===== src/rtl/k_nearest_insertion_list_assert.svh =====
// Assertion macros for the nearest-candidate list.
// Included by the top level; depends on nothing else.
`ifndef K_NEAREST_INSERTION_LIST_ASSERT_SVH
`define K_NEAREST_INSERTION_LIST_ASSERT_SVH

`ifndef ASSERT_OFF
`define KNIL_ASSERT_IMPLIES(label, clk, rst_n, cond, prop, msg) \
	label: assert property (@(posedge clk) disable iff (!rst_n) (cond) |-> (prop)) \
		else $error(msg);
`define KNIL_ASSERT_NEXT(label, clk, rst_n, cond, prop, msg) \
	label: assert property (@(posedge clk) disable iff (!rst_n) (cond) |=> (prop)) \
		else $error(msg);
`else
`define KNIL_ASSERT_IMPLIES(label, clk, rst_n, cond, prop, msg)
`define KNIL_ASSERT_NEXT(label, clk, rst_n, cond, prop, msg)
`endif

`endif


===== src/rtl/knil_pkg.sv =====
// Shared types and constants of the nearest-candidate list.
// Used by knil_cell and k_nearest_insertion_list; depends on nothing.
package knil_pkg;

	localparam int MAX_KEPT_DEF = 8;
	localparam int KC_W = 5;
	localparam logic [KC_W-1:0] KEPT_RESET = 5'd6;
	localparam int CFG_ADDR_W = 3;
	localparam int CFG_DATA_W = 32;
	localparam logic [0:0] REG_KEPT_COUNT = 1'b0;

	localparam logic [1:0] OP_CLEAR = 2'd0;
	localparam logic [1:0] OP_INSERT = 2'd1;
	localparam logic [1:0] OP_DUMP = 2'd2;

	localparam logic [31:0] EMPTY_DIST = 32'hFFFF_FFFF;

	typedef struct packed {
		logic [1:0]  opcode;
		logic [15:0] candidate_index;
		logic [31:0] distance;
	} in_item_t;

	typedef struct packed {
		logic [15:0] slot_index;
		logic [31:0] slot_distance;
		logic        slot_valid;
		logic        last;
	} out_item_t;

	typedef struct packed {
		logic [31:0] distance;
		logic [15:0] index;
		logic        valid;
	} slot_t;

	typedef struct packed {
		logic clear;
		logic insert;
		logic live;
	} cell_ctrl_t;

	localparam slot_t EMPTY_SLOT = '{distance: EMPTY_DIST, index: 16'd0, valid: 1'b0};

endpackage


===== src/rtl/knil_cell.sv =====
// One slot of the sorted list: compares the candidate with its own entry
// and takes the candidate, its upper neighbor's entry, holds, or empties itself. Uses knil_pkg.
module knil_cell (
	input  logic               clk,
	input  logic               arst_n,
	input  knil_pkg::cell_ctrl_t ctrl,
	input  knil_pkg::slot_t    new_slot,
	input  knil_pkg::slot_t    prev_slot,
	input  logic               found_in,
	output logic               found_out,
	output knil_pkg::slot_t    slot
);

	knil_pkg::slot_t slot_q;
	logic ge;

	// The candidate belongs at or above this slot once the slot is empty
	// or holds a distance not below the candidate's.
	assign ge = !slot_q.valid || (slot_q.distance >= new_slot.distance);
	assign found_out = found_in | ge;
	assign slot = slot_q;

	always_ff @(posedge clk or negedge arst_n) begin
		if (!arst_n) begin
			slot_q <= knil_pkg::EMPTY_SLOT;
		end else if (ctrl.clear) begin
			slot_q <= knil_pkg::EMPTY_SLOT;
		end else if (ctrl.insert) begin
			if (!ctrl.live) begin
				slot_q <= knil_pkg::EMPTY_SLOT;
			end else if (found_in) begin
				slot_q <= prev_slot;
			end else if (ge) begin
				slot_q <= new_slot;
			end
		end
	end

endmodule


===== src/rtl/k_nearest_insertion_list.sv =====
// Nearest-candidate list: a row of knil_cell slots kept sorted by ascending
// distance. Depends on knil_pkg and k_nearest_insertion_list_assert.svh.
//
// A clear or an insert never stalls the input; every slot compares the
// candidate in parallel and shifts toward its lower neighbor. A dump stalls
// the input and emits one slot per cycle through the output register while
// the output does not stall; the input stays stalled until the last of depth
// slots is loaded (depth is kept_count limited to 1..MAX_KEPT). Reset empties
// every slot at once; there is no clearing pass.
`include "k_nearest_insertion_list_assert.svh"

module k_nearest_insertion_list #(
	parameter int MAX_KEPT = knil_pkg::MAX_KEPT_DEF
) (
	input  logic                                clk,
	input  logic                                arst_n,
	input  logic                                in_valid,
	output logic                                in_stall,
	input  knil_pkg::in_item_t                  in_item,
	output logic                                out_valid,
	input  logic                                out_stall,
	output knil_pkg::out_item_t                 out_item,
	input  logic                                psel,
	input  logic                                penable,
	input  logic                                pwrite,
	input  logic [knil_pkg::CFG_ADDR_W-1:0]     paddr,
	input  logic [knil_pkg::CFG_DATA_W-1:0]     pwdata,
	output logic [knil_pkg::CFG_DATA_W-1:0]     prdata,
	output logic                                pready
);

	localparam int CNT_W = $clog2(MAX_KEPT + 1);
	localparam int IDX_W = (MAX_KEPT > 1) ? $clog2(MAX_KEPT) : 1;

	typedef enum logic [1:0] {
		ST_IDLE = 2'b01,
		ST_DUMP = 2'b10
	} state_t;

	state_t state_q;
	logic [knil_pkg::KC_W-1:0] kept_count_q;
	logic [IDX_W-1:0] cnt_q;
	logic out_valid_q;
	knil_pkg::out_item_t out_q;

	logic accept;
	logic load;
	logic cnt_last;
	logic cfg_wr;
	logic [CNT_W-1:0] depth;
	logic [MAX_KEPT-1:0] valid_vec;
	knil_pkg::slot_t new_slot;
	knil_pkg::slot_t slots [MAX_KEPT];
	logic found [MAX_KEPT+1];

	// Configuration port.
	assign pready = 1'b1;
	assign cfg_wr = psel && penable && pwrite;

	always_comb begin
		prdata = '0;
		case (paddr[knil_pkg::CFG_ADDR_W-1:2])
			knil_pkg::REG_KEPT_COUNT: prdata = knil_pkg::CFG_DATA_W'(kept_count_q);
			default: prdata = '0;
		endcase
	end

	always_ff @(posedge clk or negedge arst_n) begin
		if (!arst_n) begin
			kept_count_q <= knil_pkg::KEPT_RESET;
		end else if (cfg_wr && paddr[knil_pkg::CFG_ADDR_W-1:2] == knil_pkg::REG_KEPT_COUNT) begin
			kept_count_q <= pwdata[knil_pkg::KC_W-1:0];
		end
	end

	// Effective depth: zero acts as one, anything above the built row is capped.
	always_comb begin
		if (kept_count_q == '0) begin
			depth = CNT_W'(1);
		end else if (kept_count_q > knil_pkg::KC_W'(MAX_KEPT)) begin
			depth = CNT_W'(MAX_KEPT);
		end else begin
			depth = CNT_W'(kept_count_q);
		end
	end

	assign in_stall = (state_q == ST_DUMP);
	assign accept = in_valid && !in_stall;

	assign new_slot = '{distance: in_item.distance, index: in_item.candidate_index,
		valid: 1'b1};
	assign found[0] = 1'b0;

	for (genvar k = 0; k < MAX_KEPT; k++) begin : g_cell
		knil_pkg::cell_ctrl_t ctrl;
		knil_pkg::slot_t prev;

		assign ctrl.clear = accept && (in_item.opcode == knil_pkg::OP_CLEAR);
		assign ctrl.insert = accept && (in_item.opcode == knil_pkg::OP_INSERT);
		assign ctrl.live = (CNT_W'(k) < depth);
		if (k == 0) begin : g_head
			assign prev = knil_pkg::EMPTY_SLOT;
		end else begin : g_body
			assign prev = slots[k-1];
		end

		knil_cell u_cell (
			.clk       (clk),
			.arst_n    (arst_n),
			.ctrl      (ctrl),
			.new_slot  (new_slot),
			.prev_slot (prev),
			.found_in  (found[k]),
			.found_out (found[k+1]),
			.slot      (slots[k])
		);

		assign valid_vec[k] = slots[k].valid;
	end

	// Dump sequencer: loads one slot into the output register per free cycle.
	assign load = (state_q == ST_DUMP) && (!out_valid_q || !out_stall);
	assign cnt_last = (CNT_W'(cnt_q) == depth - CNT_W'(1));

	always_ff @(posedge clk or negedge arst_n) begin
		if (!arst_n) begin
			state_q <= ST_IDLE;
			cnt_q <= '0;
		end else begin
			case (state_q)
				ST_IDLE: begin
					if (accept && in_item.opcode == knil_pkg::OP_DUMP) begin
						state_q <= ST_DUMP;
						cnt_q <= '0;
					end
				end
				ST_DUMP: begin
					if (load) begin
						if (cnt_last) begin
							state_q <= ST_IDLE;
						end
						cnt_q <= cnt_q + IDX_W'(1);
					end
				end
				default: begin
					state_q <= ST_IDLE;
				end
			endcase
		end
	end

	always_ff @(posedge clk or negedge arst_n) begin
		if (!arst_n) begin
			out_valid_q <= 1'b0;
		end else if (load) begin
			out_valid_q <= 1'b1;
		end else if (!out_stall) begin
			out_valid_q <= 1'b0;
		end
	end

	always_ff @(posedge clk) begin
		if (load) begin
			out_q.slot_index <= slots[cnt_q].index;
			out_q.slot_distance <= slots[cnt_q].distance;
			out_q.slot_valid <= slots[cnt_q].valid;
			out_q.last <= cnt_last;
		end
	end

	assign out_valid = out_valid_q;
	assign out_item = out_q;

	// Occupied slots always form an unbroken run from the head of the row.
	`KNIL_ASSERT_IMPLIES(a_valid_prefix, clk, arst_n, 1'b1,
		(valid_vec & (valid_vec + MAX_KEPT'(1))) == '0, "occupied slots are not contiguous")
	`KNIL_ASSERT_NEXT(a_dump_starts, clk, arst_n,
		accept && in_item.opcode == knil_pkg::OP_DUMP, state_q == ST_DUMP,
		"dump transaction did not start the sequencer")
	`KNIL_ASSERT_NEXT(a_dump_ends, clk, arst_n, load && cnt_last,
		state_q == ST_IDLE && out_valid && out_item.last, "dump did not end on the final slot")

endmodule


===== config.mk =====
export PLATFORM = sky130hd
export DESIGN_NAME = k_nearest_insertion_list
export DESIGN_NICKNAME = d
export VERILOG_FILES = /design/src/rtl/knil_pkg.sv /design/src/rtl/knil_cell.sv /design/src/rtl/k_nearest_insertion_list.sv
export VERILOG_INCLUDE_DIRS = /design/src /design/src/rtl
export SDC_FILE = /design/constraint.sdc
export NUM_CORES = 1
export LEC_CHECK = 0
export ABC_AREA = 1
export BUFFER_PORTS_ARGS = -buffer_cell sky130_fd_sc_hd__buf_2
export CAP_MARGIN = 15
export CELL_PAD_IN_SITES_DETAIL_PLACEMENT = 1
export CELL_PAD_IN_SITES_GLOBAL_PLACEMENT = 2
export CORE_MARGIN = 8
export CORE_UTILIZATION = 39
export DETAILED_ROUTE_END_ITERATION = 6
export PLACE_DENSITY_LB_ADDON = 0.15
export SYNTH_ARGS = -nofsm -noshare
export SYNTH_HDL_FRONTEND = slang
export SYNTH_SLANG_ARGS = --single-unit
export TNS_END_PERCENT = 100

===== constraint.sdc =====
create_clock -name clk -period 5.55 [get_ports clk]
set_input_delay 1.11 -clock clk [delete_from_list [all_inputs] [get_ports clk]]
set_output_delay 1.11 -clock clk [all_outputs]
set_load 0.005 [all_outputs]

==> key figures <==
Status
  • Outcome: finished clean

Clocking
  • Post-CTS Hold Buffers: 0
  • Clock buffer depth: 3
  • H-tree depth: 2
  • Setup bufs post-CTS: 0
  • CTS tree: built
  • Clk sink count: around 450
  • TritonCTS Buffers: between 50 and 60
  • CTS root buf: clkbuf_16
  • Post_cts resized: 0
  • Clock transition at path regs: approximately 0.06 ns
  • Clk_lat worst skew: roughly 0.64 ns

Finish
  • Multi-input logic area: between 0.015 and 0.02 mm2
  • Layout cells sized above 1: between 10% and 20%
  • FILL cells: ~9,800
  • NumNets Final: roughly 4,500
  • FF+latch area: 0.0119 mm2
  • P&R area growth vs syn: 12.0%

Timing
  • Final period util: roughly 84%
  • Number of hold violations in the final report: 0
  • Post-layout minimum cycle time: between 4 and 5 ns
  • Slew @ Worst Pin: 1.05 ns
  • Slew Viols, Final: 0
  • Setup violators final: 0
  • RSZ-0062 raised after global routing: no
  • Setup TNS: 0 ns
  • Clock Skews: about 0.016 ns
  • Fmax: 216 MHz
  • Max_slew headroom: 29.7%

Synthesis
  • Synth cell count leaders: nand2_1, o21ai_0, a21oi_1
  • Sequential fraction of the synthesis area: 38.8%
  • Post-synthesis cell type count: 50
  • Top-count cell post-synth: nand2_1
  • Asr flop ratio synth: about nine tenths
  • Netlist Area Pre-Place: between 0.03 and 0.04 mm2
  • Register bit total from synthesis: 453
  • Synth area leader: dfstp_2
  • Post-synth EDFFs: 50
  • Syn Area/Cell: approximately 7.4 um2
  • Ys flop type: dfstp_2
  • Post-synthesis cell count: between 4,000 and 5,000
  • Largest cells by area after synthesis: dfstp_2, dfrtp_1, nand2_1
  • Share of the synthesized area in the top cell type: ~22%
  • Synthesis warning total: 0

Placed design
  • PortBufs: roughly 120
  • Final HPWL DP: around 86 mm
  • GPL Wtd Cong: between 0.8 and 0.9

Power
  • Net Sw Frac: between 40% and 50%
  • Clock Power Share: roughly 22%
  • VDD IR max: approximately 0.27 mV
  • Total chip power: between 15,000 and 20,000 uW
  • Psw: approximately 8000 uW
  • PwrDens: between 500 and 600 mW/mm2
  • Leak pwr: around 0.016 uW
  • P_int: between 10,000 and 15,000 uW
  • Logic pwr share: between 40% and 50%
  • Seq pwr share: 35.9%

Hold path
  • Hold depth: 2
  • Hold Crit Class: reg -> reg

Setup path
  • Crit end category: flop
  • Crit-path max FO: 20
  • Reg2reg path depth: 16
  • Crit start category: primary input
  • Setup CP Type: in -> reg
  • Arr. time, crit path: 5.10 ns
  • CP required: between 6 and 7 ns

Global route
  • Number of global-route vias before repair: about 30,000
  • Total track usage: between 20% and 30%
  • Gr ovfl total: 0
  • First-pass GRT wire length: 193 mm
  • Largest net degree at the start of global routing: 112
  • Initial antenna violation count: 9

Drt
  • DRT antenna net count: 0
  • Initial DRC count: 1,792
  • Wire per inst: between 20 and 25 um
  • Residual DRC count: 0
  • Vias per cell: between 5 and 6
  • Via count: around 30,000
  • DR pass1 iterations: 6
  • Final wirelength: ~130 mm

Die
  • Die Area: 0.0879 mm2
  • Initial Util: around two fifths
  • Die X: between 200 and 300 um
  • Die Y: 296 um
  • I/O pin total: between 150 and 200
  • Core Area: approximately 0.078 mm2
  • Rows: just over 100

Flow run
  • Max-cap violations: 0
[sequential cells by signal, summed over array words and instances, names as in the netlist]
signal	flops
kept_count_q	5
out_item	50
g_cell.u_cell.slot	392
cnt_q	3
state_q	2
out_valid	1
[metal layers]
metal	up-vias	track usage (%)	wire length, um
met3	175	3.19	6250
met2	697	46.6	58100
met5	-	0	15
li1	13927	-	-
met4	2	6.89	2910
met1	14739	40.7	59200
[power groups by stage]
stage               Sequential, uW  Clock [uW]  Combinational [uW]
finish                        6560        3930                7790
global route                  6730        4130                8850
CTS                           6540        4010                7810
detailed placement            6580           0                7740
global placement              6550           0                7550
floorplan                     6050           0                5300
[through the flow]
| step | instances | util [%] | area (um2) | hold slack (ns) | worst slack, ns |
|---|---|---|---|---|---|
| after global routing | 5249 | 43.8 | 34400 | 0.492 | 0.724 |
| after detailed placement | 5140 | 41.3 | 32400 | 0.465 | 0.329 |
| after CTS | 5248 | 43.8 | 34300 | 0.477 | 0.991 |
| after floorplan | 4151 | - | 30800 | 0.447 | 1.55 |
| after global placement | 5140 | 41.3 | 32400 | 0.458 | 0.420 |
| final | 5250 | 43.8 | 34400 | 0.475 | 0.912 |
[cell usage in the layout, fill, tap and decap left out, types with 18 or more instances in the layout]
master,count
nand2_1,946
o21ai_0,550
a21oi_1,522
inv_1,340
nor2_1,308
ha_1,261
dfstp_2,259
dfrtp_1,142
nand3_1,133
buf_2,118
buf_4,89
a31oi_1,82
clkbuf_16,59
edfxtp_1,50
o211ai_1,42
o21ai_1,41
conb_1,28
nand4_1,21
clkinv_2,18
o22ai_1,18
[worst max-delay path, stage by stage]
cell     delay (ns)
buf_2          0.27
inv_1          0.23
buf_4          0.22
ha_1           0.31
nand2_1        0.06
inv_1          0.03
nor2_1         0.06
o21ai_0        0.08
a21oi_1        0.28
nand2_1        0.19
nand2_1        0.12
nand3_1        0.07
nor2_1         0.31
nand3_2        0.51
nor2_8         0.26
a21oi_4        0.09
inv_1          0.66
o21ai_0        0.19
[cell families (layout without fill, tap and decap cells)]
| group | Yosys count | after routing | share of synthesized area [%] |
|---|---|---|---|
| xor+xnor | 5 | 5 | 0.143 |
| fa+ha+maj | 261 | 261 | 10.6 |
| other cells | 2 | 29 | 0.0245 |
| flops | 453 | 453 | 38.8 |
| buf+inv | 636 | 684 | 8.50 |
| simple gates | 1453 | 1453 | 19.0 |
| compound gates | 1315 | 1315 | 22.9 |
[worst paths after layout]
path	endpoint	slack, ns	start
max in group asynchronous	g_cell[0].u_cell.slot[38]$_DFFE_PN1P_	4.00	arst_n
setup reg to reg	g_cell[0].u_cell.slot[38]$_DFFE_PN1P_	1.33	g_cell[0].u_cell.slot[17]$_DFFE_PN1P_
hold reg to reg	g_cell[7].u_cell.slot[17]$_DFFE_PN1P_	0.48	g_cell[7].u_cell.slot[17]$_DFFE_PN1P_
min in group asynchronous	kept_count_q[0]$_DFFE_PN0P_	0.53	arst_n
hold / removal	g_cell[7].u_cell.slot[17]$_DFFE_PN1P_	0.48	g_cell[7].u_cell.slot[17]$_DFFE_PN1P_
setup / recovery	g_cell[5].u_cell.slot[12]$_DFFE_PN0P_	0.91	in_item[13]
[area by class of cell]
cell class	instances	share of cell area, %
Multi-Input combinational cell	3062	47.6
Sequential cell	453	34.7
Clock buffer	72	4.58
Timing Repair Buffer	220	4.41
Inverter	356	3.93
Tap cell	1050	3.82
Clock inverter	36	1.02
Antenna cell	1	0.00728
(Power assumes the default switching activity.)
